## src/rtl/core/rvlm_pkg.sv

```systemverilog
// ----------------------------------------------------------------------------
// rvlm_pkg
// Widths, constants and shared types of the RMS voice level meter.
// ----------------------------------------------------------------------------
package rvlm_pkg;

  // Field and register widths
  localparam int SAMPLE_W = 16;
  localparam int GAIN_W   = 12;
  localparam int MAXV_W   = 16;
  localparam int LCNT_W   = 8;
  localparam int VOL_W    = 24;
  localparam int LVL_W    = 8;
  localparam int CFG_IDX_W  = 2;
  localparam int CFG_DATA_W = 16;

  // Accumulator
  localparam int MAX_BLOCK = 4096;
  localparam int SUM_W     = 43;
  localparam int CNT_W     = 13;
  localparam int SQ_W      = 2 * SAMPLE_W;

  // Shared compare-subtract unit and iteration control
  localparam int REM_W   = VOL_W;
  localparam int CSU_W   = REM_W + 1;
  localparam int ROOT_W  = 16;
  localparam int ITER_W  = $clog2(SUM_W);

  // Shared multiplier
  localparam int MUL_A_W = VOL_W;
  localparam int MUL_B_W = 16;
  localparam int PROD_W  = MUL_A_W + MUL_B_W;

  // Volume scaling: rms * 200 * gain / 32768
  localparam int FULL_SHIFT = 15;
  localparam logic [MUL_B_W-1:0] VOL_SCALE = 16'd200;
  localparam logic [LVL_W-1:0]   LEVEL_SAT = 8'd255;

  // Register indexes and reset values
  localparam logic [CFG_IDX_W-1:0] CFG_GAIN        = 2'd0;
  localparam logic [CFG_IDX_W-1:0] CFG_MAX_VOLUME  = 2'd1;
  localparam logic [CFG_IDX_W-1:0] CFG_LEVEL_COUNT = 2'd2;

  localparam logic [GAIN_W-1:0] GAIN_RST        = 12'd256;
  localparam logic [MAXV_W-1:0] MAX_VOLUME_RST  = 16'd200;
  localparam logic [LCNT_W-1:0] LEVEL_COUNT_RST = 8'd5;

  typedef struct packed {
    logic             ge;
    logic [CSU_W-1:0] diff;
  } csu_res_t;

endpackage

```

## src/rtl/core/rvlm_if.sv

```systemverilog
// ----------------------------------------------------------------------------
// rvlm_if
// Valid/ready channels for sample beats in and meter results out.
// ----------------------------------------------------------------------------
interface rvlm_in_if;
  import rvlm_pkg::*;

  logic                       valid;
  logic                       ready;
  logic                       mode;
  logic signed [SAMPLE_W-1:0] sample;
  logic                       last;

  modport source (output valid, mode, sample, last, input ready);
  modport sink   (input valid, mode, sample, last, output ready);
endinterface

interface rvlm_out_if;
  import rvlm_pkg::*;

  logic             valid;
  logic             ready;
  logic [VOL_W-1:0] volume_q8;
  logic [LVL_W-1:0] level;

  modport source (output valid, volume_q8, level, input ready);
  modport sink   (input valid, volume_q8, level, output ready);
endinterface

```

## src/rtl/core/rvlm_csu.sv

```systemverilog
// ----------------------------------------------------------------------------
// rvlm_csu
// Compare-subtract unit shared by the divides and the square root.
// ----------------------------------------------------------------------------
module rvlm_csu (
  input  logic [rvlm_pkg::CSU_W-1:0] a_i,
  input  logic [rvlm_pkg::CSU_W-1:0] b_i,
  output rvlm_pkg::csu_res_t         res_o
);
  import rvlm_pkg::*;

  logic [CSU_W:0] wide_diff;

  always_comb begin
    wide_diff  = {1'b0, a_i} - {1'b0, b_i};
    // No borrow out means a >= b.
    res_o.ge   = ~wide_diff[CSU_W];
    res_o.diff = wide_diff[CSU_W-1:0];
  end

endmodule

```

## src/rtl/core/rms_voice_level_meter.sv

```systemverilog
// ----------------------------------------------------------------------------
// rms_voice_level_meter
// Non-last sample: multiplied in idle, then accumulated before the next beat.
// Last sample: a 43-step mean divide, a 16-step root and, unless the level
// count or step is zero, 43-step step and level divides, one bit per cycle
// through the shared compare-subtract unit. Idle event: reports silence.
// One block at a time; a stalled result holds the sequencer. Synchronous
// active-low reset clears the sum, count and result and resets the registers.
// ----------------------------------------------------------------------------
module rms_voice_level_meter (
  input  logic                             clk,
  input  logic                             rst_n,
  rvlm_in_if.sink                          in_ch,
  rvlm_out_if.source                       out_ch,
  input  logic                             cfg_we,
  input  logic [rvlm_pkg::CFG_IDX_W-1:0]   cfg_index,
  input  logic [rvlm_pkg::CFG_DATA_W-1:0]  cfg_data
);
  import rvlm_pkg::*;

  // Sequencer states
  typedef enum logic [3:0] {
    ST_IDLE,       // ready for a beat
    ST_ACC,        // add the square into the block sum
    ST_MEAN,       // sum / count, one quotient bit a cycle
    ST_ROOT,       // floor square root, one root bit a cycle
    ST_MUL_SCALE,  // rms * 200
    ST_MUL_GAIN,   // (rms * 200) * gain
    ST_CLAMP,      // shift down and clamp to max_volume
    ST_STEP,       // max_volume / level_count
    ST_LEVEL,      // ceil(volume / (step << 8))
    ST_LOAD        // hand the result to the output register
  } state_t;

  localparam logic [ITER_W-1:0] DIV_LAST  = ITER_W'(SUM_W - 1);
  localparam logic [ITER_W-1:0] ROOT_LAST = ITER_W'(ROOT_W - 1);

  state_t state_r, state_nxt;

  // Configuration registers
  logic [GAIN_W-1:0] gain_r, gain_nxt;
  logic [MAXV_W-1:0] max_volume_r, max_volume_nxt;
  logic [LCNT_W-1:0] level_count_r, level_count_nxt;

  // Block accumulator
  logic [SUM_W-1:0] sum_r, sum_nxt;
  logic [CNT_W-1:0] count_r, count_nxt;
  logic             last_r, last_nxt;

  // Shared datapath registers
  logic [PROD_W-1:0] prod_r, prod_nxt;
  logic [SUM_W-1:0]  work_r, work_nxt;   // dividend/quotient, or root radicand
  logic [REM_W-1:0]  rem_r, rem_nxt;     // partial remainder
  logic [REM_W-1:0]  dvsr_r, dvsr_nxt;
  logic [ROOT_W-1:0] root_r, root_nxt;
  logic [ITER_W-1:0] iter_r, iter_nxt;
  logic [VOL_W-1:0]  vol_r, vol_nxt;
  logic [LVL_W-1:0]  lvl_r, lvl_nxt;

  // Output register
  logic             out_valid_r, out_valid_nxt;
  logic [VOL_W-1:0] out_vol_r, out_vol_nxt;
  logic [LVL_W-1:0] out_lvl_r, out_lvl_nxt;

  // Combinational helpers
  logic                in_fire;
  logic                out_free;
  logic [SAMPLE_W-1:0] mag;
  logic [MUL_A_W-1:0]  mul_a;
  logic [MUL_B_W-1:0]  mul_b;
  logic [PROD_W-1:0]   mul_p;
  logic [CSU_W-1:0]    csu_a, csu_b;
  csu_res_t            csu_res;
  logic [CSU_W-1:0]    div_rem_sh;
  logic [SUM_W-1:0]    div_q_nxt;
  logic [REM_W-1:0]    div_rem_nxt;
  logic [ROOT_W+2:0]   sq_rem_sh;
  logic [ROOT_W+1:0]   sq_trial;
  logic [VOL_W-1:0]    vol_raw;
  logic [VOL_W-1:0]    vol_cap;
  logic [MAXV_W-1:0]   step_q;
  logic [VOL_W-1:0]    step_d;
  logic [VOL_W:0]      lvl_dividend;

  assign in_fire  = in_ch.valid && in_ch.ready;
  assign out_free = !out_valid_r || out_ch.ready;

  assign in_ch.ready      = (state_r == ST_IDLE);
  assign out_ch.valid     = out_valid_r;
  assign out_ch.volume_q8 = out_vol_r;
  assign out_ch.level     = out_lvl_r;

  // Magnitude of the sample; the most negative value maps to 32768.
  assign mag = in_ch.sample[SAMPLE_W-1] ? (~in_ch.sample + SAMPLE_W'(1))
                                        : in_ch.sample;

  // Shared multiplier: square, then the two volume scaling products.
  always_comb begin
    case (state_r)
      ST_MUL_SCALE: begin
        mul_a = MUL_A_W'(root_r);
        mul_b = VOL_SCALE;
      end
      ST_MUL_GAIN: begin
        mul_a = prod_r[MUL_A_W-1:0];
        mul_b = MUL_B_W'(gain_r);
      end
      default: begin
        mul_a = MUL_A_W'(mag);
        mul_b = MUL_B_W'(mag);
      end
    endcase
  end

  assign mul_p = mul_a * mul_b;

  // Restoring divide step: shift in the next dividend bit, try the divisor.
  assign div_rem_sh = {rem_r, work_r[SUM_W-1]};
  // Root step: bring down two radicand bits, try 4*root + 1.
  assign sq_rem_sh  = {rem_r[ROOT_W:0], work_r[SUM_W-1 -: 2]};
  assign sq_trial   = {root_r, 2'b01};

  assign csu_a = (state_r == ST_ROOT) ? CSU_W'(sq_rem_sh) : div_rem_sh;
  assign csu_b = (state_r == ST_ROOT) ? CSU_W'(sq_trial)  : {1'b0, dvsr_r};

  rvlm_csu u_csu (
    .a_i   (csu_a),
    .b_i   (csu_b),
    .res_o (csu_res)
  );

  assign div_q_nxt   = {work_r[SUM_W-2:0], csu_res.ge};
  assign div_rem_nxt = csu_res.ge ? csu_res.diff[REM_W-1:0] : div_rem_sh[REM_W-1:0];

  assign vol_raw      = prod_r[VOL_W+FULL_SHIFT-1:FULL_SHIFT];
  assign vol_cap      = {max_volume_r, 8'd0};
  assign step_q       = div_q_nxt[MAXV_W-1:0];
  assign step_d       = {step_q, 8'd0};
  assign lvl_dividend = (VOL_W+1)'(vol_r) + (VOL_W+1)'(step_d) - (VOL_W+1)'(1);

  always_comb begin
    state_nxt       = state_r;
    gain_nxt        = gain_r;
    max_volume_nxt  = max_volume_r;
    level_count_nxt = level_count_r;
    sum_nxt         = sum_r;
    count_nxt       = count_r;
    last_nxt        = last_r;
    prod_nxt        = prod_r;
    work_nxt        = work_r;
    rem_nxt         = rem_r;
    dvsr_nxt        = dvsr_r;
    root_nxt        = root_r;
    iter_nxt        = iter_r;
    vol_nxt         = vol_r;
    lvl_nxt         = lvl_r;
    out_vol_nxt     = out_vol_r;
    out_lvl_nxt     = out_lvl_r;
    // Drop the result once the sink takes it.
    out_valid_nxt   = out_valid_r && !out_ch.ready;

    // Register writes; indexes past the list fall through.
    if (cfg_we) begin
      case (cfg_index)
        CFG_GAIN:        gain_nxt        = cfg_data[GAIN_W-1:0];
        CFG_MAX_VOLUME:  max_volume_nxt  = cfg_data[MAXV_W-1:0];
        CFG_LEVEL_COUNT: level_count_nxt = cfg_data[LCNT_W-1:0];
        default: ;
      endcase
    end

    case (state_r)
      ST_IDLE: begin
        if (in_fire) begin
          if (in_ch.mode) begin
            // Idle event: clear the block, report silence.
            sum_nxt   = '0;
            count_nxt = '0;
            vol_nxt   = '0;
            lvl_nxt   = '0;
            state_nxt = ST_LOAD;
          end else begin
            prod_nxt  = mul_p;
            last_nxt  = in_ch.last;
            state_nxt = ST_ACC;
          end
        end
      end

      ST_ACC: begin
        // Hold the block once it is full; a last flag still closes it.
        if (count_r < CNT_W'(MAX_BLOCK)) begin
          sum_nxt   = sum_r + SUM_W'(prod_r[SQ_W-1:0]);
          count_nxt = count_r + CNT_W'(1);
        end
        if (last_r) begin
          work_nxt  = sum_nxt;
          rem_nxt   = '0;
          dvsr_nxt  = REM_W'(count_nxt);
          iter_nxt  = '0;
          state_nxt = ST_MEAN;
        end else begin
          state_nxt = ST_IDLE;
        end
      end

      ST_MEAN: begin
        work_nxt = div_q_nxt;
        rem_nxt  = div_rem_nxt;
        iter_nxt = iter_r + ITER_W'(1);
        if (iter_r == DIV_LAST) begin
          // Mean never exceeds 2^30, so its low 32 bits feed the root.
          work_nxt  = {div_q_nxt[2*ROOT_W-1:0], {(SUM_W-2*ROOT_W){1'b0}}};
          rem_nxt   = '0;
          root_nxt  = '0;
          iter_nxt  = '0;
          state_nxt = ST_ROOT;
        end
      end

      ST_ROOT: begin
        work_nxt = {work_r[SUM_W-3:0], 2'b00};
        if (csu_res.ge) begin
          rem_nxt  = csu_res.diff[REM_W-1:0];
          root_nxt = {root_r[ROOT_W-2:0], 1'b1};
        end else begin
          rem_nxt  = REM_W'(sq_rem_sh);
          root_nxt = {root_r[ROOT_W-2:0], 1'b0};
        end
        iter_nxt = iter_r + ITER_W'(1);
        if (iter_r == ROOT_LAST) begin
          state_nxt = ST_MUL_SCALE;
        end
      end

      ST_MUL_SCALE: begin
        prod_nxt  = mul_p;
        state_nxt = ST_MUL_GAIN;
      end

      ST_MUL_GAIN: begin
        prod_nxt  = mul_p;
        state_nxt = ST_CLAMP;
      end

      ST_CLAMP: begin
        vol_nxt = (vol_raw > vol_cap) ? vol_cap : vol_raw;
        if (level_count_r == '0) begin
          // Zero level count: saturate the level.
          lvl_nxt   = LEVEL_SAT;
          state_nxt = ST_LOAD;
        end else begin
          work_nxt  = SUM_W'(max_volume_r);
          rem_nxt   = '0;
          dvsr_nxt  = REM_W'(level_count_r);
          iter_nxt  = '0;
          state_nxt = ST_STEP;
        end
      end

      ST_STEP: begin
        work_nxt = div_q_nxt;
        rem_nxt  = div_rem_nxt;
        iter_nxt = iter_r + ITER_W'(1);
        if (iter_r == DIV_LAST) begin
          if (step_q == '0) begin
            lvl_nxt   = LEVEL_SAT;
            state_nxt = ST_LOAD;
          end else begin
            work_nxt  = SUM_W'(lvl_dividend);
            rem_nxt   = '0;
            dvsr_nxt  = step_d;
            iter_nxt  = '0;
            state_nxt = ST_LEVEL;
          end
        end
      end

      ST_LEVEL: begin
        work_nxt = div_q_nxt;
        rem_nxt  = div_rem_nxt;
        iter_nxt = iter_r + ITER_W'(1);
        if (iter_r == DIV_LAST) begin
          lvl_nxt   = (|div_q_nxt[SUM_W-1:LVL_W]) ? LEVEL_SAT : div_q_nxt[LVL_W-1:0];
          state_nxt = ST_LOAD;
        end
      end

      ST_LOAD: begin
        // Wait for a free output register, then start a fresh block.
        if (out_free) begin
          out_valid_nxt = 1'b1;
          out_vol_nxt   = vol_r;
          out_lvl_nxt   = lvl_r;
          sum_nxt       = '0;
          count_nxt     = '0;
          state_nxt     = ST_IDLE;
        end
      end

      default: state_nxt = ST_IDLE;
    endcase
  end

  always_ff @(posedge clk) begin
    if (!rst_n) begin
      state_r       <= ST_IDLE;
      gain_r        <= GAIN_RST;
      max_volume_r  <= MAX_VOLUME_RST;
      level_count_r <= LEVEL_COUNT_RST;
      sum_r         <= '0;
      count_r       <= '0;
      last_r        <= 1'b0;
      prod_r        <= '0;
      work_r        <= '0;
      rem_r         <= '0;
      dvsr_r        <= '0;
      root_r        <= '0;
      iter_r        <= '0;
      vol_r         <= '0;
      lvl_r         <= '0;
      out_valid_r   <= 1'b0;
      out_vol_r     <= '0;
      out_lvl_r     <= '0;
    end else begin
      state_r       <= state_nxt;
      gain_r        <= gain_nxt;
      max_volume_r  <= max_volume_nxt;
      level_count_r <= level_count_nxt;
      sum_r         <= sum_nxt;
      count_r       <= count_nxt;
      last_r        <= last_nxt;
      prod_r        <= prod_nxt;
      work_r        <= work_nxt;
      rem_r         <= rem_nxt;
      dvsr_r        <= dvsr_nxt;
      root_r        <= root_nxt;
      iter_r        <= iter_nxt;
      vol_r         <= vol_nxt;
      lvl_r         <= lvl_nxt;
      out_valid_r   <= out_valid_nxt;
      out_vol_r     <= out_vol_nxt;
      out_lvl_r     <= out_lvl_nxt;
    end
  end

endmodule

```

## src/flat_wrapper.sv

```systemverilog
// flat-port wrapper written by rule: the top's interface ports become plain ports
module rms_voice_level_meter_flat import rvlm_pkg::*;
  (clk, rst_n, cfg_we, cfg_index, cfg_data, in_ch_valid, in_ch_mode, in_ch_sample, in_ch_last, in_ch_ready, out_ch_valid, out_ch_volume_q8, out_ch_level, out_ch_ready);
  rvlm_in_if in_ch_i ();
  rvlm_out_if out_ch_i ();
  input  logic clk;
  input  logic rst_n;
  input  logic cfg_we;
  input  logic [rvlm_pkg::CFG_IDX_W-1:0] cfg_index;
  input  logic [rvlm_pkg::CFG_DATA_W-1:0] cfg_data;
  input wire logic [$bits(in_ch_i.valid)-1:0] in_ch_valid;
  input wire logic [$bits(in_ch_i.mode)-1:0] in_ch_mode;
  input wire logic [$bits(in_ch_i.sample)-1:0] in_ch_sample;
  input wire logic [$bits(in_ch_i.last)-1:0] in_ch_last;
  output wire logic [$bits(in_ch_i.ready)-1:0] in_ch_ready;
  output wire logic [$bits(out_ch_i.valid)-1:0] out_ch_valid;
  output wire logic [$bits(out_ch_i.volume_q8)-1:0] out_ch_volume_q8;
  output wire logic [$bits(out_ch_i.level)-1:0] out_ch_level;
  input wire logic [$bits(out_ch_i.ready)-1:0] out_ch_ready;
  assign in_ch_i.valid = in_ch_valid;
  assign in_ch_i.mode = in_ch_mode;
  assign in_ch_i.sample = in_ch_sample;
  assign in_ch_i.last = in_ch_last;
  assign in_ch_ready = in_ch_i.ready;
  assign out_ch_valid = out_ch_i.valid;
  assign out_ch_volume_q8 = out_ch_i.volume_q8;
  assign out_ch_level = out_ch_i.level;
  assign out_ch_i.ready = out_ch_ready;
  rms_voice_level_meter u_core (.clk(clk), .rst_n(rst_n), .in_ch(in_ch_i), .out_ch(out_ch_i), .cfg_we(cfg_we), .cfg_index(cfg_index), .cfg_data(cfg_data));
endmodule
```

## config.mk

```make
export PLATFORM = sky130hd
export DESIGN_NAME = rms_voice_level_meter_flat
export DESIGN_NICKNAME = d
export VERILOG_FILES = /design/src/rtl/core/rvlm_pkg.sv /design/src/rtl/core/rvlm_if.sv /design/src/rtl/core/rvlm_csu.sv /design/src/rtl/core/rms_voice_level_meter.sv /design/src/flat_wrapper.sv
export SDC_FILE = /design/constraint.sdc
export NUM_CORES = 2
export LEC_CHECK = 0
export ABC_AREA = 1
export BUFFER_PORTS_ARGS = -buffer_cell sky130_fd_sc_hd__buf_2
export CORE_UTILIZATION = 60
export DETAILED_ROUTE_END_ITERATION = 8
export PLACE_DENSITY = 0.81
export SYNTH_ARGS = -nofsm -noshare
export SYNTH_HDL_FRONTEND = slang
export SYNTH_SLANG_ARGS = --single-unit
```

## constraint.sdc

```tcl
create_clock -name clk -period 14.3 [get_ports clk]
set_input_delay 2.86 -clock clk [delete_from_list [all_inputs] [get_ports clk]]
set_output_delay 2.86 -clock clk [all_outputs]
set_load 0.02 [all_outputs]
```

==> summary.md <==
| Metric | Value |
|---|---|
| Hold-fix buffers, CTS | 0 |
| Routed length per instance | 18.7 um |
| Worst path max stage delay | ~0.54 ns |
| Post-Synth Simple-Gate Area | approximately 29% |
| Vias | about 35k |
| Min-delay src | u_core.out_ch.level[4] |
| Synthesized cell area | between 0.03 and 0.04 mm^2 |
| GRT busiest layer | met2 |
| CTS Sinks | around 310 |
| Clock Skews | between 0.02 and 0.025 ns |
| Initial core utilization | about three fifths |
| Largest area contributor in the netlist | dfxtp_1 |
| Post-synth EDFFs | 0 |
| Cts repair resizes | 0 |
| Global-route wire length before repair | 182000 um |
| RSZ-0062 raised after global routing | no |
| Hold Crit Class | flop to flop |
| Worst Tran Pin Value | 1.12 ns |
| Crit path max fanout | 16 |
| Synth cell count leaders | nand2_1, inv_1, a21oi_1 |
| Ys Warns | 0 |
| Synthesis-stage register bit count | roughly 310 |
| Clock latency on the worst-skew pair | 0.56 ns |
| GP Congestion | 1.02 |
| All-layer global routing usage | roughly two fifths |
| Ports | between 70 and 80 |
| Slowest-stage cell, CP | fa_1 |
| Total gr overflow | 0 |
| Final setup viols | 0 |
| TNS Setup | 0 ns |
| Post-synthesis xor/xnor area fraction | 1.52% |
| Layout cells sized above 1 | roughly 5.3% |
| Die ar. | 0.0597 mm^2 |
| Synth Area in Adders | 25.4% |
| Sequential area share after synthesis | between 15 and 20% |
| DRC Markers | 0 |
| Number of max-cap violations | 0 |
| Worst setup path start | in_ch_sample[0] |
| Maximum clock frequency | ~100 MHz |
| Grt met1 use | a little over 50% |
| H-tree depth | 2 |
| FP Rows | a little under 90 |
| CP most frequent cell | inv_1 |
| CTS root buf | clkbuf_16 |
| Hold Vio Cnt, Final | 0 |
| Post-synthesis mux area share | 0% |
| Pin count of the biggest net entering global routing | ~120 |
| Met3 Use GR | ~7.4% |
| Area growth, synth to finish | 5.68% |
| Top-area cell type share of the netlist area | between 15 and 20% |
| Startpoint Class | input pin |
| Vias in the first global route | 33.6k |
| Cts bufs inserted | 36 |
| Crit Reg-Reg Startpoint | u_core.state_r[2] |
| Most common cell in the synthesized netlist | nand2_1 |
| CORE AREA | 0.0579 mm^2 |
| Period minus WS final | about 9.7 ns |
| Avg Vias per Cell | around 5.7 |
| Compound-cell area share of the yosys netlist | about an eighth |
| Fin crit share | 68.0% |
| CTS tree | yes |
| Synth Area per Inst | approximately 6.5 um^2 |
| Antenna violations before repair | 2 |
| Critical Path AT | a little over 10 ns |
| Detailed Place HPWL | ~90000 um |
| 1st-pass router iterations | 7 |
| Synth Instances | 5408 |
| ANT nets after route | 0 |
| Clock transition at path regs | 0.07 ns |
| Setup bufs post-CTS | 0 |
| Nets@finish | approximately 6k |
| Clock buffer depth | 3 |
| Status | finished clean |
| PortBufs | 74 |
| Final WL | 115000 um |
| Largest family of logic cells by synthesized area | simple AND/OR/NAND/NOR gates |
| Post-synth ARST share | 0% |
| Data required time at the worst endpoint | approximately 15 ns |
| Slew headroom | 24.8% |
| Slew Limit Fails | 0 |
| Crit Path Class | input pin to flop |
| Chip width | ~240 um |
| Die height | 244 um |
| Ys flop type | dfxtp_1 |
| DRT iter0 DRCs | 3818 |
| M2 GR Usage | between 60% and 70% |
| Main area contributors after synthesis | dfxtp_1, fa_1, nand2_1 |
| Kind of end point of the critical path | flop |
| Yosys cell types | 62 |
## flip-flops by register name, indices dropped and copies added (netlist names)
| register | count |
|---|---|
| u_core.gain_r | 12 |
| u_core.root_r | 16 |
| u_core.last_r | 1 |
| u_core.lvl_r | 8 |
| u_core.out_ch.valid | 1 |
| u_core.count_r | 13 |
| u_core.iter_r | 6 |
| u_core.vol_r | 24 |
| u_core.prod_r | 39 |
| u_core.work_r | 43 |
| u_core.state_r | 4 |
| u_core.out_ch.level | 8 |
| u_core.dvsr_r | 24 |
| u_core.sum_r | 43 |
| u_core.max_volume_r | 16 |
| u_core.level_count_r | 8 |
| u_core.out_ch.volume_q8 | 24 |
| u_core.rem_r | 24 |
## kinds of logic (layout without fill, tap and decap cells)
family	after synthesis	count (layout)
buffers and inverters	1238	1204
XOR/XNOR	61	61
flip-flops	314	314
other	2	40
adder cells (fa/ha/maj)	531	531
AO/OA/AOI/OAI	807	807
AND/OR/NAND/NOR	2455	2455
## per-layer routing
metal  up-vias  part of all wire, %
met1     16400                   40
met2      1745                   44
li1      16800                    -
met3       357                   10
met4         2                  5.9
met5         -                0.010
## critical path, delay by kind of cell
kind / cells / cell delay (ns)
buffers and inverters: 13 / 1.14
AOI/OAI and AO/OA: 3 / 0.51
adders and majority gates: 8 / 3.48
and+or+nand+nor: 12 / 2.18
## stage by stage
stage / hold WS, ns / area, um^2 / cells / utilization [%] / worst slack (ns)
after floorplan: 0.425 / 35400 / 5445 / - / 5.26
after CTS: 0.459 / 37300 / 6176 / 64.3 / 4.64
final: 0.458 / 37300 / 6177 / 64.3 / 4.58
after global placement: 0.445 / 36100 / 6114 / 62.3 / 4.18
after detailed placement: 0.449 / 36100 / 6114 / 62.3 / 4.06
after global routing: 0.477 / 37300 / 6177 / 64.3 / 4.01
## placed cells by master, fill, tap and decap left out, types with 4 or more instances in the layout
cell,netlist,routed
buf_4,11,29
nand4_1,43,43
o21ai_1,29,29
inv_2,35,36
clkinv_2,0,5
o211ai_1,23,23
xor2_1,30,30
nand3_2,4,4
buf_2,56,74
a221oi_1,24,24
nand2_2,10,10
o21ai_0,209,209
a21o_1,10,10
nand3b_1,10,10
nor4_1,13,13
o221ai_1,10,10
nor3_1,42,42
nor2_1,373,371
a21oi_1,426,426
clkbuf_8,0,4
inv_6,0,4
inv_1,1000,999
o22ai_1,13,13
nand2_1,1536,1536
nor2_2,12,13
clkbuf_16,0,37
or2_2,38,38
dfxtp_1,314,314
xnor2_1,31,31
conb_1,2,39
clkbuf_1,119,5
nand3_1,355,355
o22a_1,5,5
nor2_4,5,6
ha_1,223,223
a31oi_1,15,15
bufinv_16,0,4
fa_1,308,308
o21bai_1,21,21
## final timing paths
check,to,slack (ns),cells past startpoint
setup / recovery,u_core.prod_r[23],4.58,36
hold / removal,u_core.out_ch.level[4],0.46,2
setup reg to reg,u_core.prod_r[36],6.24,32
hold reg to reg,u_core.out_ch.level[4],0.46,2
## layout make-up
cell class	count	area, um^2
flip-flops and latches	314	6290
repair buffers	103	588
diodes	1	2.50
multi-input cells	3893	24300
fillers	5487	20700
inverters	1039	3910
well taps	765	957
clock inverters	16	205
clock buffers	46	1000
Power is left out: the tool's default activity adds up to more than one toggle a clock period on the data nets, which glitch-free logic cannot reach.
